--- config.mk ---
export PLATFORM = sky130hd
export DESIGN_NAME = gnss_ascii_sentence_framer_flat
export DESIGN_NICKNAME = d
export VERILOG_FILES = /design/src/design/gasf_pkg.sv /design/src/design/gasf_req_if.sv /design/src/design/gasf_rsp_if.sv /design/src/design/gasf_csr_if.sv /design/src/design/gnss_ascii_sentence_framer.sv /design/src/flat_wrapper.sv
export VERILOG_INCLUDE_DIRS = /design/src /design/src/design
export SDC_FILE = /design/constraint.sdc
export NUM_CORES = 1
export LEC_CHECK = 0
export ABC_AREA = 1
export BUFFER_PORTS_ARGS = -buffer_cell sky130_fd_sc_hd__buf_2
export CORE_ASPECT_RATIO = 0.75
export CORE_MARGIN = 2
export CORE_UTILIZATION = 50
export CTS_BUF_LIST = sky130_fd_sc_hd__clkbuf_8
export CTS_CLUSTER_DIAMETER = 100
export CTS_CLUSTER_SIZE = 16
export DETAILED_ROUTE_END_ITERATION = 12
export GPL_TIMING_DRIVEN = 0
export PLACE_DENSITY = 0.69
export SLEW_MARGIN = 20
export SYNTH_ARGS = -nofsm -noshare
export SYNTH_HDL_FRONTEND = slang
export SYNTH_SLANG_ARGS = --single-unit
--- constraint.sdc ---
create_clock -name clock -period 4.8 [get_ports clock]
set_input_delay 0.48 -clock clock [delete_from_list [all_inputs] [get_ports clock]]
set_output_delay 0.48 -clock clock [all_outputs]
set_load 0.005 [all_outputs]
--- src/design/gnss_ascii_sentence_framer_assert.svh ---
// ----------------------------------------------------------------------------
// GNSS sentence framer assertion macros
// Concurrent checks on clock, disabled while reset is high. Empty bodies when
// SYNTHESIS is defined.
// ----------------------------------------------------------------------------
`ifndef GNSS_ASCII_SENTENCE_FRAMER_ASSERT_SVH
`define GNSS_ASCII_SENTENCE_FRAMER_ASSERT_SVH

`ifndef SYNTHESIS

// Same-cycle implication.
`define GASF_ASSERT_NOW(label, ante, cons) \
   label: assert property (@(posedge clock) disable iff (reset) (ante) |-> (cons)) \
      else $error("gnss framer: same-cycle check failed");

// Next-cycle implication.
`define GASF_ASSERT_NEXT(label, ante, cons) \
   label: assert property (@(posedge clock) disable iff (reset) (ante) |=> (cons)) \
      else $error("gnss framer: next-cycle check failed");

`else

`define GASF_ASSERT_NOW(label, ante, cons)
`define GASF_ASSERT_NEXT(label, ante, cons)

`endif

`endif

--- src/design/gasf_pkg.sv ---
// ----------------------------------------------------------------------------
// GNSS sentence framer package
// Character codes, phase and status codes, framing state and the per-byte
// update functions.
// ----------------------------------------------------------------------------
package gasf_pkg;

   localparam int MAX_SENTENCE_LENGTH = 255;
   localparam int MAX_FIELDS          = 63;
   localparam int FIELD_CAP           = (MAX_FIELDS < 63) ? MAX_FIELDS : 63;
   localparam int LEN_W               = $clog2(MAX_SENTENCE_LENGTH + 2);
   localparam int FIELD_W             = 6;
   localparam int STATUS_W            = 3;
   localparam int PHASE_W             = 3;

   // characters
   localparam logic [7:0] CH_DOLLAR  = 8'h24;
   localparam logic [7:0] CH_PERCENT = 8'h25;
   localparam logic [7:0] CH_STAR    = 8'h2A;
   localparam logic [7:0] CH_COMMA   = 8'h2C;
   localparam logic [7:0] CH_SEMI    = 8'h3B;
   localparam logic [7:0] CH_CR      = 8'h0D;
   localparam logic [7:0] CH_LF      = 8'h0A;
   localparam logic [7:0] CH_DIG_0   = 8'h30;
   localparam logic [7:0] CH_DIG_9   = 8'h39;
   localparam logic [7:0] CH_UP_A    = 8'h41;
   localparam logic [7:0] CH_UP_F    = 8'h46;
   localparam logic [7:0] CH_LO_A    = 8'h61;
   localparam logic [7:0] CH_LO_F    = 8'h66;
   localparam logic [7:0] HEX_TEN    = 8'd10;

   // framing phases
   localparam logic [PHASE_W-1:0] PH_HUNT = 3'd0;
   localparam logic [PHASE_W-1:0] PH_NMEA = 3'd1;
   localparam logic [PHASE_W-1:0] PH_HEX  = 3'd2;
   localparam logic [PHASE_W-1:0] PH_TAIL = 3'd3;
   localparam logic [PHASE_W-1:0] PH_VEND = 3'd4;

   // end status / error codes
   localparam logic [STATUS_W-1:0] ST_OK        = 3'd0;
   localparam logic [STATUS_W-1:0] ST_MISMATCH  = 3'd1;
   localparam logic [STATUS_W-1:0] ST_BAD_HEX   = 3'd2;
   localparam logic [STATUS_W-1:0] ST_NO_STAR   = 3'd3;
   localparam logic [STATUS_W-1:0] ST_SEP_COUNT = 3'd4;
   localparam logic [STATUS_W-1:0] ST_TOO_LONG  = 3'd5;

   localparam logic [1:0] SEMI_SAT = 2'd3;
   localparam logic [1:0] HEX_DONE = 2'd2;

   typedef struct packed {
      logic [PHASE_W-1:0]  phase;
      logic                cur_type;
      logic [7:0]          run_xor;
      logic [7:0]          hex_val;
      logic [1:0]          hex_seen;
      logic [1:0]          semi_cnt;
      logic [FIELD_W-1:0]  field_num;
      logic [FIELD_W-1:0]  fields_tot;
      logic [LEN_W-1:0]    sent_len;
      logic [STATUS_W-1:0] err_code;
      logic                pend_cr;
   } state_type;

   typedef struct packed {
      state_type  st;
      logic       emit;
      logic [7:0] ch;
   } absorb_type;

   // {valid, nibble}
   function automatic logic [4:0] hex_of(logic [7:0] b);
      logic [4:0] r;
      r = '0;
      if (b >= CH_DIG_0 && b <= CH_DIG_9) begin
         r = {1'b1, 4'(b - CH_DIG_0)};
      end else if (b >= CH_UP_A && b <= CH_UP_F) begin
         r = {1'b1, 4'(b - CH_UP_A + HEX_TEN)};
      end else if (b >= CH_LO_A && b <= CH_LO_F) begin
         r = {1'b1, 4'(b - CH_LO_A + HEX_TEN)};
      end
      return r;
   endfunction

   function automatic state_type start_state(logic vend);
      state_type s;
      s            = '0;
      s.cur_type   = vend;
      s.fields_tot = FIELD_W'(1);
      s.sent_len   = LEN_W'(1);
      s.phase      = vend ? PH_VEND : PH_NMEA;
      return s;
   endfunction

   function automatic state_type next_field(state_type s);
      state_type r;
      r = s;
      if (s.field_num < FIELD_W'(FIELD_CAP)) r.field_num = s.field_num + 1'b1;
      if (s.fields_tot < FIELD_W'(FIELD_CAP)) r.fields_tot = s.fields_tot + 1'b1;
      return r;
   endfunction

   // One byte inside a sentence; may_emit is low for a CR that was not
   // followed by LF.
   function automatic absorb_type absorb(state_type s, logic [7:0] b, logic may_emit,
                                         logic keep);
      absorb_type r;
      logic [4:0] hx;
      r.st   = s;
      r.emit = 1'b0;
      r.ch   = b;
      hx     = hex_of(b);
      if (s.sent_len <= LEN_W'(MAX_SENTENCE_LENGTH)) r.st.sent_len = s.sent_len + 1'b1;
      if (r.st.sent_len > LEN_W'(MAX_SENTENCE_LENGTH)) begin
         r.st.err_code = ST_TOO_LONG;
         r.st.phase    = PH_TAIL;
      end else begin
         case (s.phase)
            PH_NMEA: begin
               if (b == CH_STAR) begin
                  r.st.phase = PH_HEX;
                  r.emit     = keep;
               end else begin
                  r.st.run_xor = s.run_xor ^ b;
                  if (b == CH_COMMA) r.st = next_field(r.st);
                  else r.emit = may_emit;
               end
            end
            PH_HEX: begin
               if (!hx[4]) begin
                  r.st.err_code = ST_BAD_HEX;
                  r.st.phase    = PH_TAIL;
               end else begin
                  r.st.hex_val  = {s.hex_val[3:0], hx[3:0]};
                  r.st.hex_seen = s.hex_seen + 1'b1;
                  if (r.st.hex_seen >= HEX_DONE) r.st.phase = PH_TAIL;
                  r.emit = keep;
               end
            end
            PH_VEND: begin
               if (b == CH_STAR) begin
                  r.st.phase = PH_TAIL;
               end else if (b == CH_SEMI) begin
                  if (s.semi_cnt < SEMI_SAT) r.st.semi_cnt = s.semi_cnt + 1'b1;
                  r.st.field_num = '0;
                  if (s.fields_tot < FIELD_W'(FIELD_CAP)) begin
                     r.st.fields_tot = s.fields_tot + 1'b1;
                  end
               end else if (b == CH_COMMA) begin
                  r.st = next_field(r.st);
               end else begin
                  r.emit = may_emit;
               end
            end
            default: begin
            end
         endcase
      end
      return r;
   endfunction

endpackage

--- src/design/gasf_req_if.sv ---
// ----------------------------------------------------------------------------
// GNSS sentence framer byte channel
// Valid/ready channel carrying one raw receiver byte per transaction.
// ----------------------------------------------------------------------------
interface gasf_req_if;
   logic       valid;
   logic       ready;
   logic [7:0] data_byte;

   modport source (output valid, output data_byte, input ready);
   modport sink   (input valid, input data_byte, output ready);
endinterface

--- src/design/gasf_rsp_if.sv ---
// ----------------------------------------------------------------------------
// GNSS sentence framer result channel
// Valid/ready channel carrying one character or end-of-sentence item.
// ----------------------------------------------------------------------------
interface gasf_rsp_if import gasf_pkg::*; ();
   logic                valid;
   logic                ready;
   logic                is_end;
   logic                sentence_type;
   logic [7:0]          char_value;
   logic                section;
   logic [FIELD_W-1:0]  field_index;
   logic [STATUS_W-1:0] status;
   logic [7:0]          received_checksum;
   logic [7:0]          computed_checksum;
   logic [FIELD_W-1:0]  field_count;

   modport source (output valid, output is_end, output sentence_type, output char_value,
                   output section, output field_index, output status,
                   output received_checksum, output computed_checksum, output field_count,
                   input ready);
   modport sink   (input valid, input is_end, input sentence_type, input char_value,
                   input section, input field_index, input status,
                   input received_checksum, input computed_checksum, input field_count,
                   output ready);
endinterface

--- src/design/gasf_csr_if.sv ---
// ----------------------------------------------------------------------------
// GNSS sentence framer configuration channel
// Valid/ready write channel for the keep_delimiters register.
// ----------------------------------------------------------------------------
interface gasf_csr_if;
   logic valid;
   logic ready;
   logic keep_delimiters;

   modport source (output valid, output keep_delimiters, input ready);
   modport sink   (input valid, input keep_delimiters, output ready);
endinterface

--- src/design/gnss_ascii_sentence_framer.sv ---
// ----------------------------------------------------------------------------
// GNSS ASCII sentence framer
// A result shows on rsp_chan in the cycle after its byte is accepted.
// Throughput: one byte per cycle; the framing state updates in a single pass.
// The output register frees req_chan.ready whenever rsp_chan takes its item.
// Reset (synchronous, active high) returns to hunting and clears keep mode.
// ----------------------------------------------------------------------------
`include "gnss_ascii_sentence_framer_assert.svh"

module gnss_ascii_sentence_framer import gasf_pkg::*; (
   input  logic          clock,
   input  logic          reset,
   gasf_csr_if.sink      csr_chan,
   gasf_req_if.sink      req_chan,
   gasf_rsp_if.source    rsp_chan
);

   // Framing state and configuration
   state_type state_ff, state_in;
   logic      keep_ff;

   // Result register
   logic                rsp_valid_ff;
   logic                rsp_end_ff, rsp_end_in;
   logic                rsp_type_ff, rsp_type_in;
   logic [7:0]          rsp_char_ff, rsp_char_in;
   logic                rsp_section_ff, rsp_section_in;
   logic [FIELD_W-1:0]  rsp_field_ff, rsp_field_in;
   logic [STATUS_W-1:0] rsp_status_ff, rsp_status_in;
   logic [7:0]          rsp_rx_ff, rsp_rx_in;
   logic [7:0]          rsp_cx_ff, rsp_cx_in;
   logic [FIELD_W-1:0]  rsp_count_ff, rsp_count_in;

   logic       req_acc;
   logic       emit_c;
   logic [7:0] byte_c;
   state_type  work_c;
   absorb_type cr_abs_c;
   absorb_type byte_abs_c;

   // Configuration writes are always taken.
   assign csr_chan.ready = 1'b1;

   always_ff @(posedge clock) begin
      if (reset) begin
         keep_ff <= 1'b0;
      end else if (csr_chan.valid) begin
         keep_ff <= csr_chan.keep_delimiters;
      end
   end

   // Accept a new byte while the result register is empty or being drained.
   assign req_chan.ready = !rsp_valid_ff || rsp_chan.ready;
   assign req_acc        = req_chan.valid && req_chan.ready;
   assign byte_c         = req_chan.data_byte;

   // Both candidate absorb steps: a held CR that turns out to be a body byte,
   // then the current byte on top of whatever that CR left behind.
   always_comb begin
      work_c         = state_ff;
      work_c.pend_cr = 1'b0;
      cr_abs_c       = absorb(work_c, CH_CR, 1'b0, keep_ff);
      if (state_ff.pend_cr) work_c = cr_abs_c.st;
      byte_abs_c     = absorb(work_c, byte_c, 1'b1, keep_ff);
   end

   // Per-byte framing decision
   always_comb begin
      state_in       = state_ff;
      emit_c         = 1'b0;
      rsp_end_in     = 1'b0;
      rsp_type_in    = state_ff.cur_type;
      rsp_char_in    = byte_c;
      rsp_section_in = 1'b0;
      rsp_field_in   = state_ff.field_num;
      rsp_status_in  = ST_OK;
      rsp_rx_in      = '0;
      rsp_cx_in      = '0;
      rsp_count_in   = '0;

      if (state_ff.phase == PH_HUNT || state_ff.phase > PH_VEND) begin
         // Hunt: drop everything but a start flag.
         state_in.phase = PH_HUNT;
         if (byte_c == CH_DOLLAR) begin
            state_in     = start_state(1'b0);
            emit_c       = keep_ff;
            rsp_type_in  = 1'b0;
            rsp_field_in = '0;
         end else if (byte_c == CH_PERCENT) begin
            state_in = start_state(1'b1);
         end
      end else if (state_ff.pend_cr && byte_c == CH_LF) begin
         // CR LF closes the sentence: report type, status and checksums.
         state_in         = state_ff;
         state_in.pend_cr = 1'b0;
         state_in.phase   = PH_HUNT;
         emit_c           = 1'b1;
         rsp_end_in       = 1'b1;
         rsp_char_in      = '0;
         rsp_count_in     = state_ff.fields_tot;
         if (state_ff.cur_type) begin
            rsp_section_in = (state_ff.semi_cnt != 2'd0);
            if (state_ff.err_code == ST_TOO_LONG)  rsp_status_in = ST_TOO_LONG;
            else if (state_ff.phase == PH_VEND)    rsp_status_in = ST_NO_STAR;
            else if (state_ff.semi_cnt != 2'd1)    rsp_status_in = ST_SEP_COUNT;
            else                                   rsp_status_in = ST_OK;
         end else begin
            rsp_rx_in = state_ff.hex_val;
            rsp_cx_in = state_ff.run_xor;
            if (state_ff.err_code == ST_TOO_LONG)  rsp_status_in = ST_TOO_LONG;
            else if (state_ff.phase == PH_NMEA)    rsp_status_in = ST_NO_STAR;
            else if (state_ff.err_code == ST_BAD_HEX || state_ff.hex_seen < HEX_DONE) begin
               rsp_status_in = ST_BAD_HEX;
            end else if (state_ff.hex_val != state_ff.run_xor) begin
               rsp_status_in = ST_MISMATCH;
            end else begin
               rsp_status_in = ST_OK;
            end
         end
      end else if (byte_c == CH_CR) begin
         // Hold a CR until the next byte shows whether it ends the sentence.
         state_in         = work_c;
         state_in.pend_cr = 1'b1;
      end else begin
         state_in       = byte_abs_c.st;
         emit_c         = byte_abs_c.emit;
         rsp_char_in    = byte_abs_c.ch;
         rsp_field_in   = byte_abs_c.st.field_num;
         rsp_section_in = byte_abs_c.st.cur_type && (byte_abs_c.st.semi_cnt != 2'd0);
      end
   end

   always_ff @(posedge clock) begin
      if (reset) begin
         state_ff <= '0;
      end else if (req_acc) begin
         state_ff <= state_in;
      end
   end

   // Result register: load on an emitting transaction, drop when taken.
   always_ff @(posedge clock) begin
      if (reset) begin
         rsp_valid_ff <= 1'b0;
      end else if (req_acc) begin
         rsp_valid_ff <= emit_c;
      end else if (rsp_chan.ready) begin
         rsp_valid_ff <= 1'b0;
      end
   end

   always_ff @(posedge clock) begin
      if (req_acc && emit_c) begin
         rsp_end_ff     <= rsp_end_in;
         rsp_type_ff    <= rsp_type_in;
         rsp_char_ff    <= rsp_char_in;
         rsp_section_ff <= rsp_section_in;
         rsp_field_ff   <= rsp_field_in;
         rsp_status_ff  <= rsp_status_in;
         rsp_rx_ff      <= rsp_rx_in;
         rsp_cx_ff      <= rsp_cx_in;
         rsp_count_ff   <= rsp_count_in;
      end
   end

   assign rsp_chan.valid             = rsp_valid_ff;
   assign rsp_chan.is_end            = rsp_end_ff;
   assign rsp_chan.sentence_type     = rsp_type_ff;
   assign rsp_chan.char_value        = rsp_char_ff;
   assign rsp_chan.section           = rsp_section_ff;
   assign rsp_chan.field_index       = rsp_field_ff;
   assign rsp_chan.status            = rsp_status_ff;
   assign rsp_chan.received_checksum = rsp_rx_ff;
   assign rsp_chan.computed_checksum = rsp_cx_ff;
   assign rsp_chan.field_count       = rsp_count_ff;

   // An end item always sends the framer back to hunting.
   `GASF_ASSERT_NEXT(a_end_to_hunt, req_acc && emit_c && rsp_end_in, state_ff.phase == PH_HUNT)
   // The field number never runs ahead of the sentence's field total.
   `GASF_ASSERT_NOW(a_field_order, 1'b1, state_ff.field_num <= state_ff.fields_tot)
   // NMEA sentences have no body section.
   `GASF_ASSERT_NOW(a_nmea_header, rsp_valid_ff && !rsp_type_ff, !rsp_section_ff)
   // End items carry no character; character items carry no status.
   `GASF_ASSERT_NOW(a_end_no_char, rsp_valid_ff && rsp_end_ff, rsp_char_ff == 8'd0)
   `GASF_ASSERT_NOW(a_char_no_status, rsp_valid_ff && !rsp_end_ff, rsp_status_ff == ST_OK)

endmodule

--- src/flat_wrapper.sv ---
// flat-port wrapper written by rule: the top's interface ports become plain ports
module gnss_ascii_sentence_framer_flat import gasf_pkg::*;
  (clock, reset, csr_chan_valid, csr_chan_keep_delimiters, csr_chan_ready, req_chan_valid, req_chan_data_byte, req_chan_ready, rsp_chan_valid, rsp_chan_is_end, rsp_chan_sentence_type, rsp_chan_char_value, rsp_chan_section, rsp_chan_field_index, rsp_chan_status, rsp_chan_received_checksum, rsp_chan_computed_checksum, rsp_chan_field_count, rsp_chan_ready);
  gasf_csr_if csr_chan_i ();
  gasf_req_if req_chan_i ();
  gasf_rsp_if rsp_chan_i ();
  input  logic clock;
  input  logic reset;
  input wire logic [$bits(csr_chan_i.valid)-1:0] csr_chan_valid;
  input wire logic [$bits(csr_chan_i.keep_delimiters)-1:0] csr_chan_keep_delimiters;
  output wire logic [$bits(csr_chan_i.ready)-1:0] csr_chan_ready;
  input wire logic [$bits(req_chan_i.valid)-1:0] req_chan_valid;
  input wire logic [$bits(req_chan_i.data_byte)-1:0] req_chan_data_byte;
  output wire logic [$bits(req_chan_i.ready)-1:0] req_chan_ready;
  output wire logic [$bits(rsp_chan_i.valid)-1:0] rsp_chan_valid;
  output wire logic [$bits(rsp_chan_i.is_end)-1:0] rsp_chan_is_end;
  output wire logic [$bits(rsp_chan_i.sentence_type)-1:0] rsp_chan_sentence_type;
  output wire logic [$bits(rsp_chan_i.char_value)-1:0] rsp_chan_char_value;
  output wire logic [$bits(rsp_chan_i.section)-1:0] rsp_chan_section;
  output wire logic [$bits(rsp_chan_i.field_index)-1:0] rsp_chan_field_index;
  output wire logic [$bits(rsp_chan_i.status)-1:0] rsp_chan_status;
  output wire logic [$bits(rsp_chan_i.received_checksum)-1:0] rsp_chan_received_checksum;
  output wire logic [$bits(rsp_chan_i.computed_checksum)-1:0] rsp_chan_computed_checksum;
  output wire logic [$bits(rsp_chan_i.field_count)-1:0] rsp_chan_field_count;
  input wire logic [$bits(rsp_chan_i.ready)-1:0] rsp_chan_ready;
  assign csr_chan_i.valid = csr_chan_valid;
  assign csr_chan_i.keep_delimiters = csr_chan_keep_delimiters;
  assign csr_chan_ready = csr_chan_i.ready;
  assign req_chan_i.valid = req_chan_valid;
  assign req_chan_i.data_byte = req_chan_data_byte;
  assign req_chan_ready = req_chan_i.ready;
  assign rsp_chan_valid = rsp_chan_i.valid;
  assign rsp_chan_is_end = rsp_chan_i.is_end;
  assign rsp_chan_sentence_type = rsp_chan_i.sentence_type;
  assign rsp_chan_char_value = rsp_chan_i.char_value;
  assign rsp_chan_section = rsp_chan_i.section;
  assign rsp_chan_field_index = rsp_chan_i.field_index;
  assign rsp_chan_status = rsp_chan_i.status;
  assign rsp_chan_received_checksum = rsp_chan_i.received_checksum;
  assign rsp_chan_computed_checksum = rsp_chan_i.computed_checksum;
  assign rsp_chan_field_count = rsp_chan_i.field_count;
  assign rsp_chan_i.ready = rsp_chan_ready;
  gnss_ascii_sentence_framer u_core (.clock(clock), .reset(reset), .csr_chan(csr_chan_i), .req_chan(req_chan_i), .rsp_chan(rsp_chan_i));
endmodule
==> impl_metrics.env <==
export IMPL_die_y_um=96.6
export IMPL_gp_routability_congestion=0.972
export IMPL_start_util_pct=51.9
export IMPL_holdWs_ns=0.275
export IMPL_wl_per_cell_um=16.4
export IMPL_worst_pin_slew_ns=0.817
export IMPL_rsz0062_at_grt="false"
export IMPL_synthesis_nets=792
export IMPL_io_buffers=55
export IMPL_leakagePower_uw=0.00246
export IMPL_critical_path_class="reg2reg"
export IMPL_fin_ws_ns=1.42
export IMPL_final_setup_viol_count=0
export IMPL_status="completed"
export IMPL_startpoint_type="flop"
export IMPL_worstHoldStart="reset"
export IMPL_fin_nets=859
export IMPL_hold_violations=0
export IMPL_drtIter0Drc=563
export IMPL_drtPass1Iterations=5
export IMPL_grt_pass1_vias=4900
export IMPL_drv_slew=0
export IMPL_ir_drop_v=0.000163
export IMPL_cts_sinks=93
export IMPL_hpwlAfterDp_um=12300
export IMPL_ys_types=51
export IMPL_period_share_pct=70.3
export IMPL_crit_start="u_core.state_ff[4]"
export IMPL_diodes=0
export IMPL_grt_overflow=0
export IMPL_relSlewSlack_pct=45.4
export IMPL_die_area_um2=12300
export IMPL_yosys_area_top_type_share_pct=22.1
export IMPL_clockBufferDepth=2
export IMPL_ys_seq_area_share_pct=39.9
export IMPL_core_area_um2=11000
export IMPL_synthToLayoutAreaGrowth_pct=11.9
export IMPL_wl_um=16000
export IMPL_rr_startpoint="u_core.state_ff[4]"
export IMPL_die_x_um=127
export IMPL_vias=5444
export IMPL_syn_inst=768
export IMPL_dpl_cell_area_um2=6190
export IMPL_io_pins=59
export IMPL_final_instance_count_excl_fill=980
export IMPL_antenna_found_initial=0
export IMPL_yosysWarnings=0
export IMPL_cts_setup_buffers=0
export IMPL_hold_class="in2reg"
export IMPL_mostFrequentLayoutCell="nand2_1"
export IMPL_cp_max_fo=32
export IMPL_final_cell_area_um2=6400
export IMPL_clkLatencyLatePin_ns=0.39
export IMPL_end_kind="flop"
export IMPL_path_clk_slew_ns=0.10
export IMPL_fin_crit_ns=3.38
export IMPL_clock_root_buffer="clkbuf_8"
export IMPL_cts_tree="yes"
export IMPL_drc_errors=0
export IMPL_grt_max_degree=33
export IMPL_cts_hold_buf=0
export IMPL_routed_via_density=5.56
export IMPL_pre_cts_slack_ns=1.46
export IMPL_htree_levels=3
export IMPL_synth_area_top_cells="edfxtp_1 22%, dfxtp_1 18%, nand2_1 11%"
export IMPL_cts_resized=0
export IMPL_fmax_ghz=0.296
export IMPL_worstPathArrival_ns=3.46
export IMPL_syn_area_per_cell_um2=7.45
export IMPL_cap_viol_max_count=0
export IMPL_groute_usage_overall_pct=26.2
export IMPL_cts_buffers=9
export IMPL_clock_skew_ns=0.0157
export IMPL_drive_gt1_share_pct=16.0
export IMPL_rows=33
export IMPL_required_ns=4.89
export IMPL_setup_tns_ns=0
export IMPL_ys_ff_latch=93
export IMPL_synth_top_area_cell="edfxtp_1"
export IMPL_powerDensity_nw_per_um2=227
export IMPL_place_inst=964
export IMPL_grt_pass1_wl_um=25400
export IMPL_ant_nets=0
export IMPL_final_cell_mix="164 x nand2_1, 99 x inv_1, 72 x nor2_1, 58 x a21oi_1, 58 x buf_2"
export IMPL_nFillCells=1034
export IMPL_syn_cell_area_um2=5720
-- report_power, final --
group / internal [µW] / switching, µW
Sequential: 822 / 1.54
Combinational: 17.6 / 42.1
Clock: 253 / 316
-- cells by family after synthesis --
| kind of cell | count (synthesis) | synth area share [%] |
|---|---|---|
| other | 1 | 0.0656 |
| AND/OR/NAND/NOR | 361 | 29.5 |
| AO/OA/AOI/OAI | 148 | 14.8 |
| XOR/XNOR | 22 | 3.37 |
| flip-flops | 93 | 39.9 |
| buffers and inverters | 133 | 10.2 |
| adder cells (fa/ha/maj) | 10 | 2.19 |
-- sequential cells by signal, summed over array words and instances, names as in the netlist, 3 cells and up --
register and flops:
u_core.rsp_chan.field_count 6, u_core.rsp_chan.received_checksum 8, u_core.rsp_chan.status 3, u_core.rsp_chan.char_value 8, u_core.rsp_chan.computed_checksum 8, u_core.cr_abs_c 15, u_core.rsp_chan.field_index 6, u_core.state_ff 34
-- layout make-up --
class / instances / area (µm²) / share of cell area, %
Tap cell: 140 / 175 / 2.74
Inverter: 108 / 410 / 6.41
Sequential cell: 93 / 2280 / 35.7
Clock buffer: 9 / 124 / 1.94
Clock inverter: 7 / 86.3 / 1.35
Buffer: 25 / 171 / 2.68
Multi-Input combinational cell: 542 / 2860 / 44.6
Timing Repair Buffer: 56 / 295 / 4.61
-- critical path: stages, from the launching register on --
cell     delay [ns]
dfxtp_1        0.41
ha_1           0.21
nand2_1        0.10
nor2_2         0.16
nand2_2        0.10
nand3_2        0.09
buf_6          0.14
nand2_1        0.07
nand2_1        0.07
nand2_1        0.11
ha_1           0.24
nand2_1        0.10
nor2_1         0.06
nand2_1        0.10
inv_2          0.06
nand2_4        0.09
nand2_8        0.11
nand2_4        0.18
nand2_1        0.11
inv_2          0.26
buf_12         0.24
-- metrics by stage --
step                      utilization [%]  total power, µW
final                                58.1             1450
after global routing                 58.1             1500
after CTS                            58.1             1460
after detailed placement             56.1              900
after global placement               56.0              898
after floorplan                         -              876
-- final timing paths --
kind	to	slack, ns	cells after the start
worst min register to register	u_core.state_ff[2]	0.50	2
worst min-delay path	u_core.state_ff[38]	0.27	2
worst max-delay path	u_core.rsp_chan.char_value[1]	1.42	20
worst max register to register	u_core.rsp_chan.char_value[1]	1.42	20
-- metal layers --
metal / GRT usage [%] / wire, µm
met4: 6.51 / 228
met1: 38.5 / 7600
met3: 6.36 / 1480
met2: 38.5 / 6740
met5: 0 / 0
-- cell usage after synthesis (all sizes together) --
master / number
a31oi: 4
nor4: 2
xor2: 13
buf: 12
o31ai: 3
nand4: 28
nor2: 83
edfxtp: 42
nand3: 47
clkinv: 1
a22o: 1
dfxtp: 51
inv: 107
a211oi: 2
o211a: 1
ha: 10
o21bai: 3
o21ai: 62
nand2: 179
nor3: 19
xnor2: 9
o221ai: 2
a31o: 1
a211o: 1
a22oi: 5
nand3b: 2
o211ai: 3
a311oi: 1
a21oi: 59
or2: 1
conb: 1
clkbuf: 13
No activity file was read; power rests on OpenSTA's default activity.
